===== config.mk =====
export PLATFORM = sky130hd
export DESIGN_NAME = multibyte_text_validator
export DESIGN_NICKNAME = d
export VERILOG_FILES = /design/src/mtv_pkg.sv /design/src/multibyte_text_validator.sv /design/src/mtv_front.sv /design/src/mtv_queue.sv /design/src/mtv_back.sv
export VERILOG_INCLUDE_DIRS = /design/src /design/src/src
export SDC_FILE = /design/constraint.sdc
export NUM_CORES = 1
export LEC_CHECK = 0
export BUFFER_PORTS_ARGS = -buffer_cell sky130_fd_sc_hd__buf_2
export CORE_MARGIN = 2
export CORE_UTILIZATION = 30
export CTS_CLUSTER_DIAMETER = 30
export DETAILED_ROUTE_END_ITERATION = 8
export GPL_TIMING_DRIVEN = 0
export PLACE_DENSITY = 0.53
export REMOVE_ABC_BUFFERS = 1
export SLEW_MARGIN = 0
export SYNTH_ARGS = -nofsm -noshare
export SYNTH_HDL_FRONTEND = slang
export SYNTH_SLANG_ARGS = --single-unit

===== constraint.sdc =====
create_clock -name clk -period 1.99 [get_ports clk]
set_input_delay 0.2985 -clock clk [delete_from_list [all_inputs] [get_ports clk]]
set_output_delay 0.2985 -clock clk [all_outputs]
set_load 0.005 [all_outputs]

===== src/multibyte_text_validator_assert.svh =====
// ----------------------------------------------------------------------------
// multibyte_text_validator_assert.svh
// shared assertion macros for the validator modules
// ----------------------------------------------------------------------------
`ifndef MULTIBYTE_TEXT_VALIDATOR_ASSERT_SVH
`define MULTIBYTE_TEXT_VALIDATOR_ASSERT_SVH

// same-cycle implication, expects clk and rst in scope
`define MTV_ASSERT_NOW(label, ante, cons, msg) \
  label: assert property (@(posedge clk) disable iff (rst) (ante) |-> (cons)) \
    else $error(msg);

// next-cycle implication, expects clk and rst in scope
`define MTV_ASSERT_NEXT(label, ante, cons, msg) \
  label: assert property (@(posedge clk) disable iff (rst) (ante) |=> (cons)) \
    else $error(msg);

`endif


===== src/mtv_pkg.sv =====
// ----------------------------------------------------------------------------
// mtv_pkg
// encoding codes and the classified item record shared by the validator
// ----------------------------------------------------------------------------
`timescale 1ns / 1ps
`default_nettype none

package mtv_pkg;

  typedef enum logic [1:0] {
    MODE_UTF8   = 2'd0,
    MODE_GB2312 = 2'd1,
    MODE_GBK    = 2'd2,
    MODE_BIG5   = 2'd3
  } mode_t;

  // byte range limits
  localparam logic [7:0] ASCII_TOP    = 8'h7F;
  localparam logic [7:0] U8_CONT_LO   = 8'h80;
  localparam logic [7:0] U8_CONT_HI   = 8'hBF;
  localparam logic [7:0] U8_LEAD2_LO  = 8'hC0;
  localparam logic [7:0] U8_LEAD3_LO  = 8'hE0;
  localparam logic [7:0] U8_LEAD4_LO  = 8'hF0;
  localparam logic [7:0] U8_LEAD_END  = 8'hF8;
  localparam logic [7:0] DB_HI_LO     = 8'hA1;
  localparam logic [7:0] DB_HI_HI     = 8'hFE;
  localparam logic [7:0] GB2312_LEAD_HI = 8'hF7;
  localparam logic [7:0] GBK_LEAD_LO  = 8'h81;
  localparam logic [7:0] LOW_TRAIL_LO = 8'h40;
  localparam logic [7:0] BIG5_LOW_HI  = 8'h7E;
  localparam logic [7:0] BIG5_LEAD_HI = 8'hF9;

  typedef struct packed {
    logic       trail_ok;    // byte passes the trail rule
    logic       lead_bad;    // byte is no valid lead
    logic [1:0] lead_trails; // trail bytes owed if taken as lead
    logic       last;        // final byte of the stream
  } class_t;

endpackage

`default_nettype wire


===== src/multibyte_text_validator.sv =====
// out_valid rises once an accepted last byte has passed a queue slot and then the state update
// throughput: one byte per cycle, held only by a full queue or an unread answer
// only a last byte waits on an unread answer; the two-entry queue then fills and drops in_ready
// rst (synchronous, active high) empties the queue, clears trail count and failure flag,
// drops out_valid and sets encoding_mode to utf-8
// ----------------------------------------------------------------------------
// multibyte_text_validator
// checks a byte stream against utf-8, gb2312, gbk or big5 and answers at the last byte
// ----------------------------------------------------------------------------
`timescale 1ns / 1ps
`default_nettype none

module multibyte_text_validator #(
  parameter int QUEUE_DEPTH = 2
) (
  input  wire logic       clk,
  input  wire logic       rst,
  // configuration
  input  wire logic       cfg_write,
  input  wire logic [1:0] cfg_data,
  // byte items in
  input  wire logic       in_valid,
  output logic            in_ready,
  input  wire logic [7:0] byte_value,
  input  wire logic       last_byte,
  // answer items out
  output logic            out_valid,
  input  wire logic       out_ready,
  output logic            stream_valid
);

  // active encoding; write it only while the block is idle (the block does not enforce this)
  mtv_pkg::mode_t  encoding_mode;

  mtv_pkg::class_t front_item;
  mtv_pkg::class_t head_item;
  logic            head_valid;
  logic            q_not_full;
  logic            pop;
  logic            push;

  always_ff @(posedge clk) begin
    if (rst) begin
      encoding_mode <= mtv_pkg::MODE_UTF8;
    end else if (cfg_write) begin
      encoding_mode <= mtv_pkg::mode_t'(cfg_data);
    end
  end

  // front: classify each byte as it arrives, with no dependence on stream state
  mtv_front u_front (
    .byte_value (byte_value),
    .last_byte  (last_byte),
    .mode       (encoding_mode),
    .item       (front_item)
  );

  // the queue takes a byte whenever it has room
  assign in_ready = q_not_full;
  assign push     = in_valid && in_ready;

  mtv_queue #(
    .DEPTH (QUEUE_DEPTH)
  ) u_queue (
    .clk       (clk),
    .rst       (rst),
    .push      (push),
    .push_item (front_item),
    .not_full  (q_not_full),
    .pop       (pop),
    .not_empty (head_valid),
    .head_item (head_item)
  );

  // back: trail count, sticky failure and the registered answer
  mtv_back u_back (
    .clk          (clk),
    .rst          (rst),
    .head_valid   (head_valid),
    .head_item    (head_item),
    .pop          (pop),
    .out_valid    (out_valid),
    .out_ready    (out_ready),
    .stream_valid (stream_valid)
  );

endmodule

`default_nettype wire


===== src/mtv_front.sv =====
// ----------------------------------------------------------------------------
// mtv_front
// classifies one byte against the lead and trail rules of the active mode
// ----------------------------------------------------------------------------
`timescale 1ns / 1ps
`default_nettype none

module mtv_front (
  input  wire logic [7:0]        byte_value,
  input  wire logic              last_byte,
  input  wire mtv_pkg::mode_t    mode,
  output mtv_pkg::class_t        item
);

  logic       trail_ok;
  logic       lead_bad;
  logic [1:0] lead_trails;

  always_comb begin
    trail_ok    = 1'b0;
    lead_bad    = 1'b0;
    lead_trails = 2'd0;
    unique case (mode)
      mtv_pkg::MODE_UTF8: begin
        trail_ok = (byte_value >= mtv_pkg::U8_CONT_LO) && (byte_value <= mtv_pkg::U8_CONT_HI);
        if (byte_value <= mtv_pkg::ASCII_TOP) begin
          lead_trails = 2'd0;
        end else if (byte_value < mtv_pkg::U8_LEAD2_LO) begin
          lead_bad = 1'b1;
        end else if (byte_value < mtv_pkg::U8_LEAD3_LO) begin
          lead_trails = 2'd1;
        end else if (byte_value < mtv_pkg::U8_LEAD4_LO) begin
          lead_trails = 2'd2;
        end else if (byte_value < mtv_pkg::U8_LEAD_END) begin
          lead_trails = 2'd3;
        end else begin
          lead_bad = 1'b1;
        end
      end
      mtv_pkg::MODE_GB2312: begin
        trail_ok = (byte_value >= mtv_pkg::DB_HI_LO) && (byte_value <= mtv_pkg::DB_HI_HI);
        if (byte_value > mtv_pkg::ASCII_TOP) begin
          lead_bad    = !((byte_value >= mtv_pkg::DB_HI_LO) &&
                          (byte_value <= mtv_pkg::GB2312_LEAD_HI));
          lead_trails = 2'd1;
        end
      end
      mtv_pkg::MODE_GBK: begin
        trail_ok = (byte_value >= mtv_pkg::LOW_TRAIL_LO) && (byte_value <= mtv_pkg::DB_HI_HI);
        if (byte_value > mtv_pkg::ASCII_TOP) begin
          lead_bad    = !((byte_value >= mtv_pkg::GBK_LEAD_LO) &&
                          (byte_value <= mtv_pkg::DB_HI_HI));
          lead_trails = 2'd1;
        end
      end
      mtv_pkg::MODE_BIG5: begin
        trail_ok = ((byte_value >= mtv_pkg::LOW_TRAIL_LO) &&
                    (byte_value <= mtv_pkg::BIG5_LOW_HI)) ||
                   ((byte_value >= mtv_pkg::DB_HI_LO) && (byte_value <= mtv_pkg::DB_HI_HI));
        if (byte_value > mtv_pkg::ASCII_TOP) begin
          lead_bad    = !((byte_value >= mtv_pkg::DB_HI_LO) &&
                          (byte_value <= mtv_pkg::BIG5_LEAD_HI));
          lead_trails = 2'd1;
        end
      end
      default: begin
        lead_bad = 1'b1;
      end
    endcase
  end

  assign item.trail_ok    = trail_ok;
  assign item.lead_bad    = lead_bad;
  assign item.lead_trails = lead_trails;
  assign item.last        = last_byte;

endmodule

`default_nettype wire


===== src/mtv_queue.sv =====
// ----------------------------------------------------------------------------
// mtv_queue
// small register queue of classified items between front and back
// ----------------------------------------------------------------------------
`timescale 1ns / 1ps
`default_nettype none
`include "multibyte_text_validator_assert.svh"

module mtv_queue #(
  parameter int DEPTH = 2
) (
  input  wire logic            clk,
  input  wire logic            rst,
  input  wire logic            push,
  input  wire mtv_pkg::class_t push_item,
  output logic                 not_full,
  input  wire logic            pop,
  output logic                 not_empty,
  output mtv_pkg::class_t      head_item
);

  localparam int PTR_W = (DEPTH > 1) ? $clog2(DEPTH) : 1;
  localparam int CNT_W = $clog2(DEPTH + 1);
  localparam logic [PTR_W-1:0] LAST_PTR = PTR_W'(DEPTH - 1);
  localparam logic [CNT_W-1:0] FULL_CNT = CNT_W'(DEPTH);

  mtv_pkg::class_t slots [DEPTH];
  logic [PTR_W-1:0] wr_ptr;
  logic [PTR_W-1:0] rd_ptr;
  logic [CNT_W-1:0] count;
  logic [CNT_W-1:0] count_next;

  assign not_full  = (count != FULL_CNT);
  assign not_empty = (count != '0);
  assign head_item = slots[rd_ptr];

  always_comb begin
    count_next = count;
    if (push && !pop) begin
      count_next = count + CNT_W'(1);
    end else if (pop && !push) begin
      count_next = count - CNT_W'(1);
    end
  end

  always_ff @(posedge clk) begin
    if (rst) begin
      wr_ptr <= '0;
      rd_ptr <= '0;
      count  <= '0;
    end else begin
      count <= count_next;
      if (push) begin
        wr_ptr <= (wr_ptr == LAST_PTR) ? '0 : wr_ptr + PTR_W'(1);
      end
      if (pop) begin
        rd_ptr <= (rd_ptr == LAST_PTR) ? '0 : rd_ptr + PTR_W'(1);
      end
    end
  end

  always_ff @(posedge clk) begin
    if (push) begin
      slots[wr_ptr] <= push_item;
    end
  end

  `MTV_ASSERT_NOW(a_no_pop_empty, pop, count != '0, "queue popped while empty")
  `MTV_ASSERT_NOW(a_no_push_full, push, count != FULL_CNT, "queue pushed while full")
  `MTV_ASSERT_NOW(a_count_bound, 1'b1, count <= FULL_CNT, "queue count past depth")

endmodule

`default_nettype wire


===== src/mtv_back.sv =====
// ----------------------------------------------------------------------------
// mtv_back
// applies classified items to the stream state and holds the answer
// ----------------------------------------------------------------------------
`timescale 1ns / 1ps
`default_nettype none
`include "multibyte_text_validator_assert.svh"

module mtv_back (
  input  wire logic            clk,
  input  wire logic            rst,
  input  wire logic            head_valid,
  input  wire mtv_pkg::class_t head_item,
  output logic                 pop,
  output logic                 out_valid,
  input  wire logic            out_ready,
  output logic                 stream_valid
);

  logic [1:0] pending;
  logic [1:0] pending_next;
  logic       failed;
  logic       failed_next;
  logic       fin_pending_zero;
  logic       fin_failed;

  // a last item needs the answer register free, others always drain
  assign pop = head_valid && (!head_item.last || !out_valid || out_ready);

  always_comb begin
    fin_pending_zero = (pending == 2'd0);
    fin_failed       = failed;
    if (!failed) begin
      if (pending != 2'd0) begin
        if (head_item.trail_ok) begin
          fin_pending_zero = (pending == 2'd1);
        end else begin
          fin_failed = 1'b1;
        end
      end else if (head_item.lead_bad) begin
        fin_failed = 1'b1;
      end else begin
        fin_pending_zero = (head_item.lead_trails == 2'd0);
      end
    end
  end

  always_comb begin
    pending_next = pending;
    failed_next  = failed;
    if (pop) begin
      if (head_item.last) begin
        pending_next = 2'd0;
        failed_next  = 1'b0;
      end else if (!failed) begin
        if (pending != 2'd0) begin
          if (head_item.trail_ok) begin
            pending_next = pending - 2'd1;
          end else begin
            failed_next = 1'b1;
          end
        end else if (head_item.lead_bad) begin
          failed_next = 1'b1;
        end else begin
          pending_next = head_item.lead_trails;
        end
      end
    end
  end

  always_ff @(posedge clk) begin
    if (rst) begin
      pending   <= 2'd0;
      failed    <= 1'b0;
      out_valid <= 1'b0;
    end else begin
      pending <= pending_next;
      failed  <= failed_next;
      if (pop && head_item.last) begin
        out_valid <= 1'b1;
      end else if (out_ready) begin
        out_valid <= 1'b0;
      end
    end
  end

  always_ff @(posedge clk) begin
    if (pop && head_item.last) begin
      stream_valid <= fin_pending_zero && !fin_failed;
    end
  end

  `MTV_ASSERT_NEXT(a_clear_after_last, pop && head_item.last,
                   pending == 2'd0 && !failed, "stream state not cleared after last item")
  `MTV_ASSERT_NEXT(a_failed_sticky, failed && !(pop && head_item.last), failed,
                   "failure flag dropped mid stream")
  `MTV_ASSERT_NOW(a_pending_frozen, failed, pending_next == pending || (pop && head_item.last),
                  "trail count moved after failure")

endmodule

`default_nettype wire

# After elaboration in Yosys (flattened, before gate mapping)
# Memory sizes are Yosys's and may differ from the RTL's. A register that Yosys moved wholly into a read port is not among the register bits.
# Index checks and enable logic that the tools add are counted.
totals:
  ff_bits: 11
  mem_bits_rw: 10
  inputBits: 16
  elab_cells: 111
  memories: 1
mem_list:
  columns: ["memory", "depth", "word_bits", "rd", "rd_clocked_by_memory_dff", "write_ports", "line_no", "source"]
  rows:
  - ["u_queue.slots", 2, 5, 1, 1, 1, "mtv_queue.sv:27", "mtv_pkg::class_t slots [DEPTH];"]
op_classes:
  add_sub_neg: 5
  n_lt_le_gt_ge: 15
  n_eq_ne: 8
  muxes: 41
  n_reduce_logical: 33
op_table:
  columns: ["operator", "count"]
  rows:
  - ["8-bit less-or-equal comparator (second input constant)", 4]
  - ["8-bit < comparator (second input constant)", 4]
  - ["1-bit two-way mux", 26]
  - ["8-bit >= comparator (second input constant)", 3]
  - ["2-bit two-way mux", 12]
  - ["8-bit by 7-bit less-or-equal comparator with 1-bit output (second input constant)", 2]
  - ["1-bit logical AND", 13]
  - ["8-bit by 7-bit >= comparator with 1-bit output (second input constant)", 1]
  - ["8-bit by 7-bit greater-than comparator with 1-bit output (second input constant)", 1]
  - ["1-bit zero test", 8]
  - ["1-bit case mux with 4 select lines", 2]
  - ["2-bit nonzero test", 4]
  - ["2-bit zero test", 3]
  - ["2-bit by 1-bit == test with 1-bit output (second input constant)", 2]
  - ["2-bit == test (second input constant)", 2]
  - ["2-bit case mux with 2 select lines", 1]
  - ["4-bit AND reduction", 1]
  - ["2-bit by 1-bit subtractor with 2-bit output (second input constant)", 2]
  - ["1-bit logical OR", 3]
  - ["3-bit by 1-bit inequality test with 1-bit output (second input constant)", 1]
  - ["3-bit by 2-bit inequality test with 1-bit output (second input constant)", 1]
  - ["3-bit OR reduction", 1]
  - ["1-bit adder (second input constant)", 2]
  - ["2-bit by 1-bit adder with 2-bit output (second input constant)", 1]
  - ["2 further kinds", 2]

# Logic depth before layout (Yosys ltp)
depth:
  word_depth: 7
  mapped_depth: 8

# Cells and area by module
# A second synthesis with hierarchy kept.
hier_totals:
  hier_cells: 111
  area_unflattened_um2: 1168.6
by_module_without_submodules:
  columns: ["module", "n_inst", "cells_per_inst", "area_per_inst_um2", "seq_area_each_um2"]
  rows:
  - ["mtv_queue", 1, 37, 564.3, 400.4]
  - ["mtv_back", 1, 34, 305.3, 110.1]
  - ["mtv_front", 1, 33, 225.2, 0.0]
  - ["multibyte_text_validator", 1, 7, 73.8, 40.0]

# Least setup slack after synthesis
# OpenSTA, ideal clock, no wires.
synth_timing:
  kind: "register to register"
  from: "register with a tool-made name"
  to: "register u_queue.count[1]"
  setup_time_ns: 0.070
  arrival_time_ns: 1.587
  required_time_ns: 1.920
  path_slack_ns: 0.334
  stages_incl_launch_ff: 7
  n_path_buf: 1
  cell_sequence: "dfxtp_1 -> buf_6 -> mux2i_1 -> o22ai_1 -> ha_1 -> or3_1 -> a21oi_1"
synth_lines:
  columns: ["element", "line_no", "source"]
  rows:
  - ["end signal: assignment", "mtv_queue.sv:52", "count <= count_next;"]
  - ["end: declaration", "mtv_queue.sv:30", "logic [CNT_W-1:0] count;"]

==> summary.md <==
| Metric | Value |
|---|---|
| DR pass1 iterations | 4 |
| Commonest non-fill, non-tap cell in the layout | buf_2 |
| Worst Hold Depth | 1 |
| Synth area leader | edfxtp_1 |
| Post_cts resized | 1 |
| Avg Cell Area, Syn | 9.97 um2 |
| Top cell type's share of synthesized area | 29.3% |
| HP Start | last_byte |
| RSZ-0062 raised after global routing | false |
| Run status | finished clean |
| Largest net degree at the start of global routing | 14 |
| Placed Area | 1250 um2 |
| Fmax | 543 MHz |
| Min-delay worst type | in -> reg |
| GRT overflow | 0 |
| Clock period minus worst slack | 1.84 ns |
| Max Buffers Root-to-Sink | 2 |
| Slew HR | 69.8% |
| Number of global-route vias before repair | 821 |
| Post-Synthesis Cells | 113 |
| CP arrival | 2.04 ns |
| Endpoint class of the critical path | flop |
| Synth-to-layout area growth | 18.2% |
| PwrDens | 1210 nW/um2 |
| Syn. warnings | 0 |
| Clock slew at reported path FFs | 0.08 ns |
| Drt via density | 4.94 |
| Final WL | 2.06 mm |
| TritonCTS clock tree | done |
| Initial DRC Count | 38 |
| Antenna Nets Post-Route | 0 |
| Setup CP Type | reg -> reg |
| Critical Path RT | 2.18 ns |
| Total GRT Usage | 10.3% |
| Worst Tran Pin Value | 0.451 ns |
| Share of cells above drive strength 1 | 21.2% |
| Seq cells post-synth | 22 |
| Area of the multi-input gates | 543 um2 |
| Most frequent cells in the layout | buf_2 (18), nor2_1 (16), edfxtp_1 (11) |
| Die ar. | 4260 um2 |
| NumNets Final | 150 |
| Std cell rows | 22 |
| Maxcap violations | 0 |
| Mapped cell area | 1130 um2 |
| H-tree levels | 1 |
| Buffers on Ports | 18 |
| Ranking of synthesized cells by area | edfxtp_1 (29%), dfxtp_1 (20%), mux2i_1 (5.3%), nor2_1 (5.3%), a21oi_1 (4.0%) |
| Post-DP HPWL | 1.58 mm |
| Library cells used by synthesis | 34 |
| Period utilization | 92.6% |
| # IOs | 19 |
| Setup TNS | 0 ns |
| Die width | 65.3 um |
| Clk sinks | 22 |
| Post-synthesis sequential area ratio | 48.9% |
| Drc violations | 0 |
| Worst skew pair latency | 0.26 ns |
| Post-layout instance area | 1330 um2 |
| Endpoints failing setup | 0 |
| Routed wire length per instance | 11.5 um |
| ANT cells | 0 |
| Setup Fix Bufs, Post-CTS | 0 |
| CTS root buf | clkbuf_8 |
| Fin. Hold Viols | 0 |
| Max-slew violations | 0 |
| Via count of the routed design | 890 |
| Leakage | 0.000532 uW |
| Core ar. | 3630 um2 |
| R2R cell count | 5 |
| Fillers | 380 |
| Global-route wire length before repair | 3.46 mm |
| Num CTS Buffers | 3 |
| Initial antenna violation count | 0 |
| Layout Skew | 0.00436 ns |
| VDD IR max | 383 uV |
| CP Max Fanout | 8 |
| Count of hold-fix buffers inserted at cts | 0 |
| Register area | 552 um2 |
| Die height | 65.3 um |
| Starting Density | 31.0% |
| GPL Wtd Cong | 0.752 |
| Critical path startpoint category | flop |
## routing by layer
metal	vias to the layer above	global-route usage (%)	wire length (um)
li1	457	-	-
met1	410	11.8	906
met2	21	18.5	1050
met3	2	2.74	82
met4	0	3.65	25
met5	-	0	0
## registers in the layout, indices dropped and copies added (netlist names), named ones only
signal	cells
u_queue.rd_ptr	1
u_back.failed	1
u_queue.wr_ptr	1
u_back.pending	2
encoding_mode	2
u_queue.slots	10
u_back.out_valid	1
u_queue.count	2
u_back.stream_valid	1
## synthesized netlist by cell type
cell type,instances
nor2_1,16
dfxtp_1,11
edfxtp_1,11
a21oi_1,9
mux2i_1,6
nor3_1,6
nand2_1,5
nand2b_1,5
o21ai_0,5
inv_1,4
xor2_1,4
and4_1,3
nand3_1,3
a211o_1,2
buf_2,2
mux2_2,2
nor4_1,2
a211oi_1,1
a21o_1,1
a31oi_1,1
a32o_1,1
a41oi_1,1
and2_1,1
and3_1,1
buf_6,1
ha_1,1
mux2_4,1
nor3b_1,1
nor4_2,1
o211a_1,1
o22ai_1,1
o2bb2ai_1,1
o31a_1,1
or3_1,1
## cell type report
cell class,instances,area share (%)
sequential,22,41.4
inverter,4,1.13
multi-input combinational,84,40.8
clock buffer,3,3.10
tap,48,4.51
timing repair buffer,18,6.77
clock inverter,1,2.26
## path summary, 6_finish.rpt
path                                       endpoint  slack [ns]
worst min register to register                 flop        0.51
worst max register to register     u_queue.count[1]        0.15
worst min-delay path            u_queue.slots[1][0]        0.24
worst max-delay path               u_queue.count[1]        0.15
## power breakdown
group / internal [uW] / switching (uW) / leakage [uW]
registers: 595 / 104 / 0.000196
clock network: 268 / 136 / 0.0000357
logic: 241 / 261 / 0.000301
total: 1100 / 501 / 0.000532
## through the flow
step / instances / setup slack, ns / hold WS (ns) / total power [uW] / utilization [%]
4_1_cts: 180 / 0.117 / 0.230 / 1620 / 36.5
2_1_floorplan: 110 / 0.246 / 0.368 / 1070 / -
3_3_place_gp: 176 / 0.0819 / 0.487 / 1190 / 34.5
5_1_grt: 180 / 0.0465 / 0.241 / 1720 / 36.6
6_report: 180 / 0.147 / 0.244 / 1610 / 36.6
3_5_place_dp: 176 / 0.0656 / 0.490 / 1200 / 34.5
## cells by family (layout without fill, tap and decap cells)
kind of cell | count (synthesis) | count (layout) | synth area share (%)
fa+ha+maj | 1 | 1 | 1.11
compound gates | 25 | 25 | 14.3
xor+xnor | 4 | 4 | 3.11
buf+inv | 7 | 26 | 3.22
mux | 9 | 9 | 8.67
simple gates | 45 | 45 | 20.7
flops | 22 | 22 | 48.9
## critical path: stages (launching register included)
cell	delay, ns
dfxtp_2	0.46
mux2i_2	0.29
o22ai_1	0.16
ha_1	0.36
or3_1	0.37
a21oi_1	0.14
No activity file was read; power rests on OpenSTA's default activity.
